==> config.mk <==
export PLATFORM = sky130hd
export DESIGN_NAME = imu_bias_welford_mean
export DESIGN_NICKNAME = d
export VERILOG_FILES = /design/src/imubias_pkg.sv /design/src/imubias_div.sv /design/src/imubias_sq.sv /design/src/imu_bias_welford_mean.sv
export SDC_FILE = /design/constraint.sdc
export NUM_CORES = 2
export LEC_CHECK = 0
export BUFFER_PORTS_ARGS = -buffer_cell sky130_fd_sc_hd__buf_2
export CAP_MARGIN = 0
export CORE_ASPECT_RATIO = 0.75
export CORE_MARGIN = 3
export CORE_UTILIZATION = 45
export DETAILED_ROUTE_END_ITERATION = 7
export PLACE_DENSITY = 0.61
export SYNTH_ARGS = -nofsm -noshare
export SYNTH_HDL_FRONTEND = slang
export SYNTH_SLANG_ARGS = --single-unit
==> constraint.sdc <==
create_clock -name i_clk -period 26.1 [get_ports i_clk]
set_input_delay 1.305 -clock i_clk [delete_from_list [all_inputs] [get_ports i_clk]]
set_output_delay 1.305 -clock i_clk [all_outputs]
set_load 0.01 [all_outputs]
==> src/imubias_pkg.sv <==
// Shared types, constants and state codes for the IMU bias mean estimator.
package imubias_pkg;

    localparam int IMUBIAS_MAX_SAMPLES = 300;
    localparam int IMUBIAS_FRAC_BITS   = 8;
    localparam int SAMPLE_W            = 16;
    localparam int BIAS_W              = 24;
    localparam int COUNT_W             = 9;
    localparam int ACCEL_ONE_G_LOG2    = 12;
    localparam int NUM_CHAN            = 6;
    localparam int NUM_ACCEL           = 3;
    localparam int CFG_ADDR_W          = 3;
    localparam int CFG_DATA_W          = 32;

    // Register index decode, taken from the word address bit.
    localparam logic REG_SAMPLE_COUNT = 1'b0;
    localparam logic [COUNT_W-1:0] SAMPLE_COUNT_RESET = COUNT_W'(300);

    typedef struct packed {
        logic signed [SAMPLE_W-1:0] accel_x;
        logic signed [SAMPLE_W-1:0] accel_y;
        logic signed [SAMPLE_W-1:0] accel_z;
        logic signed [SAMPLE_W-1:0] gyro_x;
        logic signed [SAMPLE_W-1:0] gyro_y;
        logic signed [SAMPLE_W-1:0] gyro_z;
        logic                       accel_ok;
        logic                       gyro_ok;
    } t_imu_sample;

    typedef struct packed {
        logic signed [BIAS_W-1:0] accel_bias_x;
        logic signed [BIAS_W-1:0] accel_bias_y;
        logic signed [BIAS_W-1:0] accel_bias_z;
        logic signed [BIAS_W-1:0] gyro_bias_x;
        logic signed [BIAS_W-1:0] gyro_bias_y;
        logic signed [BIAS_W-1:0] gyro_bias_z;
        logic [COUNT_W-1:0]       valid_count;
        logic                     success;
        logic                     magnitude_warning;
    } t_bias_result;

    typedef enum logic [2:0] {
        ST_IDLE,
        ST_DIV_GO,
        ST_DIV_WAIT,
        ST_FINISH,
        ST_SQ_GO,
        ST_SQ_WAIT,
        ST_OUT
    } t_state;

endpackage

==> src/imubias_div.sv <==
// Serial restoring divider: signed dividend by unsigned count, truncating toward zero.
module imubias_div #(
    parameter int MW = 24,
    parameter int CW = 9
) (
    input  logic                i_clk,
    input  logic                i_rst_n,
    input  logic                i_start,
    input  logic signed [MW:0]  i_dividend,
    input  logic [CW-1:0]       i_divisor,
    output logic                o_done,
    output logic signed [MW:0]  o_quotient
);

    localparam int STEP_W = $clog2(MW);

    logic                r_busy;
    logic                r_done;
    logic                r_neg;
    logic [CW-1:0]       r_divisor;
    logic [CW-1:0]       r_rem;
    logic [MW-1:0]       r_quo;
    logic [STEP_W-1:0]   r_step;
    logic signed [MW:0]  r_q;

    logic [MW:0]         mag;
    logic [CW:0]         trial;
    logic [CW:0]         diff;
    logic                ge;
    logic [CW-1:0]       n_rem;
    logic [MW-1:0]       n_quo;

    always_comb begin
        mag   = i_dividend[MW] ? (MW+1)'(-i_dividend) : i_dividend;
        trial = {r_rem, r_quo[MW-1]};
        diff  = trial - {1'b0, r_divisor};
        ge    = !diff[CW];
        n_rem = ge ? diff[CW-1:0] : trial[CW-1:0];
        n_quo = {r_quo[MW-2:0], ge};
    end

    always_ff @(posedge i_clk) begin
        if (!i_rst_n) begin
            r_busy <= 1'b0;
            r_done <= 1'b0;
        end else begin
            r_done <= 1'b0;
            if (i_start) begin
                r_busy <= 1'b1;
            end else if (r_busy && r_step == STEP_W'(MW-1)) begin
                r_busy <= 1'b0;
                r_done <= 1'b1;
            end
        end
    end

    always_ff @(posedge i_clk) begin
        if (i_start) begin
            r_neg     <= i_dividend[MW];
            r_divisor <= i_divisor;
            r_rem     <= '0;
            r_quo     <= mag[MW-1:0];
            r_step    <= '0;
        end else if (r_busy) begin
            r_rem  <= n_rem;
            r_quo  <= n_quo;
            r_step <= r_step + STEP_W'(1);
            if (r_step == STEP_W'(MW-1)) begin
                // apply the sign on the last step
                r_q <= r_neg ? -$signed({1'b0, n_quo}) : $signed({1'b0, n_quo});
            end
        end
    end

    assign o_done     = r_done;
    assign o_quotient = r_q;

endmodule

==> src/imubias_sq.sv <==
// Sum of squares of the accel means and the magnitude window check.
module imubias_sq #(
    parameter int MW = 24,
    parameter int FRAC_BITS = 8
) (
    input  logic                i_clk,
    input  logic                i_rst_n,
    input  logic                i_start,
    input  logic signed [MW-1:0] i_accel [imubias_pkg::NUM_ACCEL],
    output logic                o_done,
    output logic                o_warn
);
    import imubias_pkg::*;

    localparam int          G2_LOG = 2 * (ACCEL_ONE_G_LOG2 + FRAC_BITS);
    localparam logic [63:0] G2     = 64'd1 << G2_LOG;
    localparam logic [63:0] HI_LIM = (64'd169 * G2) / 64'd100;
    localparam logic [63:0] LO_LIM = (64'd49 * G2 + 64'd99) / 64'd100;

    logic                  r_busy;
    logic                  r_done;
    logic [1:0]            r_cyc;
    logic [2*MW-1:0]       r_prod;
    logic [2*MW-1:0]       r_acc;

    logic signed [MW-1:0]  operand;
    logic signed [2*MW-1:0] square;
    logic [63:0]           acc_ext;

    always_comb begin
        operand = '0;
        for (int k = 0; k < NUM_ACCEL; k++) begin
            if (r_cyc == 2'(k)) begin
                operand = i_accel[k];
            end
        end
        square  = operand * operand;
        acc_ext = 64'(r_acc);
    end

    always_ff @(posedge i_clk) begin
        if (!i_rst_n) begin
            r_busy <= 1'b0;
            r_done <= 1'b0;
            r_cyc  <= '0;
        end else begin
            r_done <= 1'b0;
            if (i_start) begin
                r_busy <= 1'b1;
                r_cyc  <= '0;
            end else if (r_busy) begin
                r_cyc <= r_cyc + 2'd1;
                if (r_cyc == 2'(NUM_ACCEL)) begin
                    r_busy <= 1'b0;
                    r_done <= 1'b1;
                end
            end
        end
    end

    // multiply one axis per cycle, accumulate the previous product
    always_ff @(posedge i_clk) begin
        if (i_start) begin
            r_acc <= '0;
        end else if (r_busy) begin
            if (r_cyc != 2'(NUM_ACCEL)) begin
                r_prod <= unsigned'(square);
            end
            if (r_cyc != 2'd0) begin
                r_acc <= r_acc + r_prod;
            end
        end
    end

    assign o_done = r_done;
    assign o_warn = (acc_ext > HI_LIM) || (acc_ext < LO_LIM);

endmodule

==> src/imu_bias_welford_mean.sv <==
// Top level of the IMU bias estimator: Welford running means over a run of samples.
//
//  channel   direction  handshake                 beat payload
//  -------   ---------  ------------------------  -----------------------------
//  sample    in         i_in_valid / o_in_ready   i_in_data  (t_imu_sample)
//  result    out        o_out_valid / i_out_ready o_out_data (t_bias_result)
//  config    in         psel/penable/pwrite/...   sample_count at byte 0
//
//  A sample beat with both ok flags is paced by the one serial divider that is
//  shared by all six channels, one quotient bit per cycle; MW = 16 +
//  MEAN_FRACTION_BITS is the mean width. A sample with a flag clear skips the
//  divider. The last beat of a run adds the three squares through the shared multiplier.
//  Reset clears the means, both counters and the output valid flag and loads
//  sample_count with 300. The result register holds while i_out_ready is low;
//  the next sample is taken meanwhile, and only a second finished run waits.
module imu_bias_welford_mean #(
    parameter int MAX_SAMPLES        = imubias_pkg::IMUBIAS_MAX_SAMPLES,
    parameter int MEAN_FRACTION_BITS = imubias_pkg::IMUBIAS_FRAC_BITS
) (
    input  logic                                 i_clk,
    input  logic                                 i_rst_n,
    input  logic                                 i_in_valid,
    output logic                                 o_in_ready,
    input  imubias_pkg::t_imu_sample             i_in_data,
    output logic                                 o_out_valid,
    input  logic                                 i_out_ready,
    output imubias_pkg::t_bias_result            o_out_data,
    input  logic                                 psel,
    input  logic                                 penable,
    input  logic                                 pwrite,
    input  logic [imubias_pkg::CFG_ADDR_W-1:0]   paddr,
    input  logic [imubias_pkg::CFG_DATA_W-1:0]   pwdata,
    output logic [imubias_pkg::CFG_DATA_W-1:0]   prdata,
    output logic                                 pready
);
    import imubias_pkg::*;

    // mean width: sample bits plus fraction bits; means never leave the
    // range of the scaled samples, so this holds them exactly
    localparam int MW   = SAMPLE_W + MEAN_FRACTION_BITS;
    localparam int CW   = $clog2(MAX_SAMPLES + 1);
    localparam int EW   = (CW > COUNT_W) ? CW : COUNT_W;
    localparam int CH_W = $clog2(NUM_CHAN);

    t_state                r_state;
    t_state                n_state;
    logic [COUNT_W-1:0]    r_cfg;
    t_imu_sample           r_samp;
    logic signed [MW-1:0]  r_mean [NUM_CHAN];
    logic [CW-1:0]         r_valid_cnt;
    logic [CW-1:0]         r_sample_cnt;
    logic [CH_W-1:0]       r_ch;
    logic                  r_warn;
    logic                  r_out_valid;
    t_bias_result          r_out_data;

    logic                  in_fire;
    logic                  in_good;
    logic                  cfg_wr;
    logic                  div_start;
    logic                  div_done;
    logic signed [MW:0]    div_q;
    logic                  sq_start;
    logic                  sq_done;
    logic                  sq_warn;
    logic                  mean_we;
    logic                  load_out;
    logic                  run_end;
    logic [EW-1:0]         cfg_ext;
    logic [EW-1:0]         eff_count;
    logic signed [SAMPLE_W-1:0] samp_ch;
    logic signed [MW-1:0]  x_scaled;
    logic signed [MW:0]    delta;
    logic signed [MW-1:0]  n_mean;
    logic signed [MW-1:0]  accel_means [NUM_ACCEL];
    logic                  success;

    assign in_fire    = i_in_valid && o_in_ready;
    assign in_good    = i_in_data.accel_ok && i_in_data.gyro_ok;
    assign o_in_ready = (r_state == ST_IDLE);

    // ---------------- configuration port ----------------
    assign pready = 1'b1;
    assign cfg_wr = psel && penable && pwrite && (paddr[2] == REG_SAMPLE_COUNT);
    assign prdata = (paddr[2] == REG_SAMPLE_COUNT) ? CFG_DATA_W'(r_cfg) : '0;

    always_ff @(posedge i_clk) begin
        if (!i_rst_n) begin
            r_cfg <= SAMPLE_COUNT_RESET;
        end else if (cfg_wr) begin
            r_cfg <= pwdata[COUNT_W-1:0];
        end
    end

    // zero acts as one, anything above the cap acts as the cap
    always_comb begin
        cfg_ext = EW'(r_cfg);
        if (r_cfg == '0) begin
            eff_count = EW'(1);
        end else if (cfg_ext > EW'(MAX_SAMPLES)) begin
            eff_count = EW'(MAX_SAMPLES);
        end else begin
            eff_count = cfg_ext;
        end
        run_end = EW'(r_sample_cnt) >= eff_count;
    end

    // ---------------- channel datapath ----------------
    always_comb begin
        case (r_ch)
            CH_W'(0): samp_ch = r_samp.accel_x;
            CH_W'(1): samp_ch = r_samp.accel_y;
            CH_W'(2): samp_ch = r_samp.accel_z;
            CH_W'(3): samp_ch = r_samp.gyro_x;
            CH_W'(4): samp_ch = r_samp.gyro_y;
            default:  samp_ch = r_samp.gyro_z;
        endcase
        x_scaled = MW'(samp_ch) <<< MEAN_FRACTION_BITS;
        delta    = (MW+1)'(x_scaled) - (MW+1)'(r_mean[r_ch]);
        n_mean   = MW'((MW+1)'(r_mean[r_ch]) + div_q);
        for (int k = 0; k < NUM_ACCEL; k++) begin
            accel_means[k] = r_mean[k];
        end
    end

    imubias_div #(
        .MW (MW),
        .CW (CW)
    ) u_div (
        .i_clk      (i_clk),
        .i_rst_n    (i_rst_n),
        .i_start    (div_start),
        .i_dividend (delta),
        .i_divisor  (r_valid_cnt),
        .o_done     (div_done),
        .o_quotient (div_q)
    );

    imubias_sq #(
        .MW        (MW),
        .FRAC_BITS (MEAN_FRACTION_BITS)
    ) u_sq (
        .i_clk   (i_clk),
        .i_rst_n (i_rst_n),
        .i_start (sq_start),
        .i_accel (accel_means),
        .o_done  (sq_done),
        .o_warn  (sq_warn)
    );

    // ---------------- sequencer ----------------
    always_ff @(posedge i_clk) begin
        if (!i_rst_n) begin
            r_state <= ST_IDLE;
        end else begin
            r_state <= n_state;
        end
    end

    always_comb begin
        n_state   = r_state;
        div_start = 1'b0;
        sq_start  = 1'b0;
        mean_we   = 1'b0;
        load_out  = 1'b0;
        unique case (r_state)
            ST_IDLE: begin
                if (in_fire) begin
                    n_state = in_good ? ST_DIV_GO : ST_FINISH;
                end
            end
            ST_DIV_GO: begin
                div_start = 1'b1;
                n_state   = ST_DIV_WAIT;
            end
            ST_DIV_WAIT: begin
                if (div_done) begin
                    mean_we = 1'b1;
                    n_state = (r_ch == CH_W'(NUM_CHAN - 1)) ? ST_FINISH : ST_DIV_GO;
                end
            end
            ST_FINISH: begin
                n_state = run_end ? ST_SQ_GO : ST_IDLE;
            end
            ST_SQ_GO: begin
                sq_start = 1'b1;
                n_state  = ST_SQ_WAIT;
            end
            ST_SQ_WAIT: begin
                if (sq_done) begin
                    n_state = ST_OUT;
                end
            end
            ST_OUT: begin
                // hold until the result register is free or drains this cycle
                if (!r_out_valid || i_out_ready) begin
                    load_out = 1'b1;
                    n_state  = ST_IDLE;
                end
            end
            default: begin
                n_state = ST_IDLE;
            end
        endcase
    end

    // ---------------- run state: means and counters ----------------
    always_ff @(posedge i_clk) begin
        if (!i_rst_n) begin
            for (int k = 0; k < NUM_CHAN; k++) begin
                r_mean[k] <= '0;
            end
            r_valid_cnt  <= '0;
            r_sample_cnt <= '0;
            r_ch         <= '0;
        end else begin
            if (in_fire) begin
                r_sample_cnt <= r_sample_cnt + CW'(1);
                if (in_good) begin
                    r_valid_cnt <= r_valid_cnt + CW'(1);
                end
                r_ch <= '0;
            end
            if (mean_we) begin
                r_mean[r_ch] <= n_mean;
                r_ch         <= r_ch + CH_W'(1);
            end
            if (load_out) begin
                // clear for the next run
                for (int k = 0; k < NUM_CHAN; k++) begin
                    r_mean[k] <= '0;
                end
                r_valid_cnt  <= '0;
                r_sample_cnt <= '0;
            end
        end
    end

    always_ff @(posedge i_clk) begin
        if (in_fire) begin
            r_samp <= i_in_data;
        end
        if (r_state == ST_SQ_WAIT && sq_done) begin
            r_warn <= sq_warn;
        end
    end

    // ---------------- result register ----------------
    assign success = {r_valid_cnt, 1'b0} >= {1'b0, r_sample_cnt};

    always_ff @(posedge i_clk) begin
        if (!i_rst_n) begin
            r_out_valid <= 1'b0;
        end else if (load_out) begin
            r_out_valid <= 1'b1;
        end else if (i_out_ready) begin
            r_out_valid <= 1'b0;
        end
    end

    always_ff @(posedge i_clk) begin
        if (load_out) begin
            r_out_data.accel_bias_x      <= BIAS_W'(r_mean[0]);
            r_out_data.accel_bias_y      <= BIAS_W'(r_mean[1]);
            r_out_data.accel_bias_z      <= BIAS_W'(r_mean[2]);
            r_out_data.gyro_bias_x       <= BIAS_W'(r_mean[3]);
            r_out_data.gyro_bias_y       <= BIAS_W'(r_mean[4]);
            r_out_data.gyro_bias_z       <= BIAS_W'(r_mean[5]);
            r_out_data.valid_count       <= COUNT_W'(r_valid_cnt);
            r_out_data.success           <= success;
            r_out_data.magnitude_warning <= r_warn;
        end
    end

    assign o_out_valid = r_out_valid;
    assign o_out_data  = r_out_data;

    // ---------------- checks ----------------
    a_valid_le_taken: assert property (@(posedge i_clk) disable iff (!i_rst_n)
        r_valid_cnt <= r_sample_cnt)
        else $error("valid counter ran ahead of sample counter");

    a_busy_after_beat: assert property (@(posedge i_clk) disable iff (!i_rst_n)
        in_fire |=> !o_in_ready)
        else $error("ready stayed high after an accepted beat");

    a_run_clears: assert property (@(posedge i_clk) disable iff (!i_rst_n)
        load_out |=> (r_sample_cnt == '0 && r_valid_cnt == '0))
        else $error("run counters not cleared after result load");

    a_div_nonzero: assert property (@(posedge i_clk) disable iff (!i_rst_n)
        div_start |-> (r_valid_cnt != '0))
        else $error("division started with zero count");

endmodule
### Yosys cells after proc, flatten, opt, wreduce, memory -nomap -nowiden

Memory sizes are Yosys's and may differ from the RTL's. A register that Yosys moved wholly into a read port is not among the register bits.
Cells that the tools add are included.

* add/sub/neg operators: 11
* magnitude comparators: 5
* reduce and logical (&&, ||, !) cells: 30
* multiplexer cells: 55
* $mul: 1
* eq/ne operators: 20
* bitwise operators: 11

Operators by type and width (number)
* $mux W24: 14
* $pmux W16 S5: 1
* $add A48 B48 Y48: 1
* $gt A48 B41 Y1 const B: 1
* $lt A48 B39 Y1 const B: 1
* $mul A24 B24 Y48: 1
* $neg A24 Y24: 2
* $mux W9: 4
* $mux W3: 10
* $sub A24 B24 Y25: 1
* $add A24 B24 Y24: 1
* $reduce_or A24 Y1: 1
* $mux W1: 23
* $pmux W3 S7: 1
* $add A9 B1 Y9 const B: 2
* $eq A3 B3 Y1 const B: 5
* $eq A3 B2 Y1 const B: 4
* $ge A10 B9 Y1: 1
* $reduce_bool A2 Y1: 5
* $sub A10 B9 Y10: 1
* $ge A9 B9 Y1: 1
* $gt A9 B9 Y1 const B: 1
* $logic_not A9 Y1: 1
* $logic_and A1 B1 Y1: 7
* other kinds (21): 43

* memory bits (writable): 144
* input port bits: 140
* output and inout bits: 190
* bits in registers: 388
* word-level logic and storage cells: 166
* memories: 1

Memory list
* r_mean: words 6, bits a word 24, rd ports 7, clocked after memory_dff 4, wr ports 6, RTL line imu_bias_welford_mean.sv:49 `logic signed [MW-1:0] r_mean [NUM_CHAN];`

### Depth between registers and ports, before layout

* depth in word-level cells: 9
* mapped depth: 37
* mapped depth without buffers: 35

### Cells and area by module

Synthesis repeated with hierarchy kept, for this count alone.

* cells, all modules: 4689
* area total of the unflattened synthesis: 50726.2 sq um

By module, submodules not included
* imubias_sq: cells an instance 2850, area each 25517.0 sq um, seq. area each 2452.4 sq um, times used 1
* imu_bias_welford_mean: cells an instance 1466, area each 21047.7 sq um, seq. area each 14073.5 sq um, times used 1
* imubias_div: cells an instance 373, area each 4161.5 sq um, seq. area each 2092.0 sq um, times used 1

### Worst setup path before layout

Ideal clock, no wire load.

* path kind: input to register
* start point: input i_in_valid
* end point: register r_sample_cnt[7]
* buffers on the path: 0
* cell stages on the path: 5
* arrival: 9.944 ns
* slack: 16.086 ns
* library setup time: 0.070 ns
* data required time: 26.030 ns
* cells stage by stage: nand2b_1 nor3_1 nand4_1 or3_1 a21oi_1

* longest elaborated chain between the ends: 1

Ends and longest elaborated chain
* start: declaration: RTL line imu_bias_welford_mean.sv:22 `input logic i_in_valid,`
* $logic_and A1 B1 Y1: RTL line imu_bias_welford_mean.sv:78 `assign in_fire = i_in_valid && o_in_ready;`
* via in_fire: RTL line imu_bias_welford_mean.sv:57 `logic in_fire;`
* end signal: assignment: RTL line imu_bias_welford_mean.sv:218 `r_sample_cnt <= r_sample_cnt + CW'(1);`
* end: declaration: RTL line imu_bias_welford_mean.sv:51 `logic [CW-1:0] r_sample_cnt;`

The timed path passes the listed nets, and every way through them passes these cells.
A chain may end at the register's enable or synchronous reset.

### Worst setup path in the final report

* start point: register u_sq.r_cyc[1]
* end point: register u_sq.r_prod[44], data pin

* longest elaborated chain between the ends: 5
* elaborated cells between the ends (all ways): 7
* those cells by class: 1 x mul; 2 x eq/ne; 3 x mux; 1 x reduce/logical

Ends and longest elaborated chain
* start: declaration: RTL line imubias_sq.sv:22 `logic [1:0] r_cyc;`
* start signal: assignment: RTL line imubias_sq.sv:52 `r_cyc <= r_cyc + 2'd1;`
* $logic_not A2 Y1: RTL line imubias_sq.sv:33 `if (r_cyc == 2'(k)) begin`
* $mux W24 (2 in series): RTL line imubias_sq.sv:33
* $mux W24 *: RTL line imubias_sq.sv:33
* $mul A24 B24 Y48 *: RTL line imubias_sq.sv:37 `square = operand * operand;`
* via u_sq.square[44]: RTL line imubias_sq.sv:27 `logic signed [2*MW-1:0] square;`
* end signal: assignment: RTL line imubias_sq.sv:67 `r_prod <= unsigned'(square);`
* end: declaration: RTL line imubias_sq.sv:23 `logic [2*MW-1:0] r_prod;`

The timed path passes the listed nets; every way through them passes the cells marked *.

==> flow_metrics.py <==
metrics = {
    "run": {
        "drv_cap": 0,
    },
    "timing": {
        "tightest_slew_ns": 1.14,
        "slew_headroom": 0.233,
        "rsz0062_at_grt": "false",
        "max_freq_mhz": 85.5,
        "fin_skew_ns": 0.0445,
        "final.min_clock_period_ns": 11.70,
        "finalSetupViolCount": 0,
        "timing.final.max_slew_violations": 0,
        "setup_tns_ns": 0,
        "hold_viol": 0,
        "fin_crit_sh": 0.448,
    },
    "layout": {
        "n_fill_cell": 9941,
        "synthToLayoutAreaGrowth_pct": 10.9,
        "fin_nets": 5869,
        "fin_cells": 6407,
        "drive_gt1_frac": 0.115,
    },
    "synth": {
        "synth_top_area_cell": "edfxtp_1",
        "muxShareOfSynthArea": 0.0307,
        "synth_simple_gate_area_frac": 0.104,
        "seq_area_frac_synth": 0.372,
        "postSynthAreaPerCell_um2": 10.8,
        "ys_types": 97,
        "ys_ff_latch": 654,
        "ys_warn_count": 0,
        "ys_top_cells_by_count": "797 x inv_1, 556 x fa_1, 549 x edfxtp_1, 448 x nand2_1, 405 x nor2_1",
        "synthAdderAreaFrac": 0.290,
        "synthArstFlopShare": 0,
        "netlist_instances": 4641,
        "synth-edff-count": 549,
        "synth_top_family_by_area": "adder cells",
        "synthesis.area_mm2": 0.0500,
        "synth-xor-area-share": 0.0341,
        "synth_top_cell_area_share": 0.330,
        "synth.most_common_cell": "inv_1",
        "synth_compound_area_frac": 0.0938,
        "synthFlopType": "edfxtp_1",
        "synthTopCellsByArea": "edfxtp_1 33%, fa_1 22%, ha_1 6.7%",
    },
    "min_path": {
        "whs_path_depth": 0,
        "hold_start": "r_mean[3][17]",
        "hold_end": "o_out_data[76]",
        "hp-class": "flop to flop",
    },
    "floorplan": {
        "core_mm2": 0.110,
        "initial_core_util": 0.455,
        "dieArea_mm2": 0.115,
        "rows": 105,
        "io_pins": 330,
        "die_x_um": 391,
        "die_y_um": 295,
    },
    "drt": {
        "routed_wl_um": 140000,
        "drc": 0,
        "postRouteAntennaNets": 0,
        "drt_pass1_iterations": 8,
        "via_per_inst": 5.45,
        "dr_total_vias": 34936,
        "drt_iter0_markers": 3031,
        "wire_per_inst_um": 21.8,
    },
    "global_route": {
        "grtUsageTotal": 0.247,
        "grt_max_degree": 78,
        "grt_pass1_wl_um": 214000,
        "overflow": 0,
        "antenna_found_initial": 3,
        "grt_pass1_vias": 35144,
    },
    "power_and_ir_drop": {
        "powerDensity_mw_per_mm2": 85.1,
        "vdd_ir_drop_max_v": 0.000140,
        "leakagePower_nw": 24.5,
    },
    "critical_path": {
        "worst_path_largest_cell_delay_ns": 1.00,
        "cp.required_ns": 26.47,
        "rr_endpoint": "u_sq.r_prod[44]",
        "start_kind": "flop",
        "slowest_stage": "a2111oi_0",
        "crit_fanout": 28,
        "arrival_ns": 12.07,
        "reg2regPathDepth": 33,
        "r2r-start": "u_sq.r_cyc[1]",
        "r2r_slack_ns": 14.40,
        "crit_path_end_kind": "flop",
        "critPathKind": "flop to flop",
        "setup.worst_path.start": "u_sq.r_cyc[1]",
    },
    "outcome": {
        "status": "finished, final reports clean",
    },
    "cts": {
        "cts_resized": 0,
        "cts_tree": "done",
        "path_clk_slew_ns": 0.07,
        "h-tree-depth": 3,
        "post-cts-setup-buffers": 0,
        "clkLatencyLatePin_ns": 0.68,
        "cts_hold_buf": 0,
        "clk_path_buf_depth": 3,
        "cts_root_buf": "clkbuf_16",
        "numCtsBuffers": 67,
        "cts.sinks": 654,
    },
    "placement": {
        "hpwl_um": 107000,
        "dp_cells": 6281,
        "port_buffers": 280,
        "globalplace.congestion": 0.913,
    },
}
## how the worst max path moves through the flow
stage                     slack, ns              end  cells after the start
after global placement        14.98  u_sq.r_prod[40]                     33
after CTS                     14.78  u_sq.r_prod[40]                     33
after global routing          13.94  u_sq.r_prod[44]                     33
after detailed placement      14.85  u_sq.r_prod[40]                     33
final                         14.40  u_sq.r_prod[44]                     33
after floorplan               16.09  r_sample_cnt[7]                      5
## cell type report
cell class,instances,area (µm²),share of cell area
Clock buffer,80,1770,0.0319
Timing Repair Buffer,351,1930,0.0349
Clock inverter,44,571,0.0103
Sequential cell,654,18600,0.335
Tap cell,1444,1810,0.0326
Inverter,805,3020,0.0545
Antenna cell,2,5.00,0.0000903
Multi-Input combinational cell,3027,27700,0.500
## cells by family (layout without fill, tap and decap cells)
| logic type | count (synthesis) | in the layout |
|---|---|---|
| and+or+nand+nor | 1171 | 1171 |
| muxes | 97 | 97 |
| buffers and inverters | 982 | 1280 |
| DFF | 654 | 654 |
| adders and majority gates | 823 | 823 |
| xor gates and xnor gates | 194 | 194 |
| AOI/OAI and AO/OA | 718 | 718 |
| other | 2 | 26 |
## metrics by stage
step	area [µm²]	power [mW]	hold slack, ns	setup slack (ns)	util
detailed placement	53100	3.68	0.435	14.85	0.483
global placement	53100	3.64	0.430	14.98	0.483
global route	55400	5.09	0.463	13.94	0.505
finish	55400	4.72	0.447	14.40	0.505
floorplan	50100	3.03	0.400	16.09	-
CTS	55400	4.72	0.446	14.78	0.505
## worst max-delay path: cells and delay by family (launching register included)
family                   cells  cell delay [ns]
AO/OA/AOI/OAI               11             3.87
XOR/XNOR                     1             0.19
adder cells (fa/ha/maj)      9             4.19
buffers and inverters        8             1.58
flip-flops                   1             0.39
AND/OR/NAND/NOR              4             1.17
## layer usage
metal / GRT usage / part of all wire / vias to the layer above
met2: 0.361 / 0.43 / 1398
met1: 0.366 / 0.45 / 17433
met4: 0.0501 / 0.018 / 0
li1: - / - / 15938
met3: 0.0718 / 0.11 / 167
met5: 0 / 0 / -
## where the power goes
| group | internal (mW) | switching, mW | total [mW] |
|---|---|---|---|
| logic | 0.951 | 1.41 | 2.36 |
| registers | 1.29 | 0.0367 | 1.32 |
| clock network | 0.585 | 0.445 | 1.03 |
## cell usage in the layout, fill, tap and decap left out, types with 28 or more instances in the layout
master	n
xnor2_1	139
a21oi_1	199
inv_1	797
a21o_1	84
o21ai_1	28
mux2i_1	38
nor3_1	36
dfxtp_1	102
mux4_2	39
fa_1	556
nand2_1	448
buf_2	280
o211ai_1	28
nor2b_1	45
clkbuf_16	68
ha_1	265
nor2_1	405
xor2_1	54
edfxtp_1	549
o21a_1	47
nand3_1	60
o21ai_0	113
buf_4	71
## state kept, by name, indices dropped and copies added, names as in the netlist, 5 cells and up, named ones only
name              count
r_mean              192
o_out_data          155
r_samp               96
u_sq.r_acc           48
u_sq.r_prod          47
u_div.o_quotient     24
u_div.r_quo          24
cfg_ext               9
r_sample_cnt          9
r_valid_cnt           9
u_div.r_divisor       9
u_div.r_rem           9
u_div.r_step          5
No activity file was read; power rests on OpenSTA's default activity.
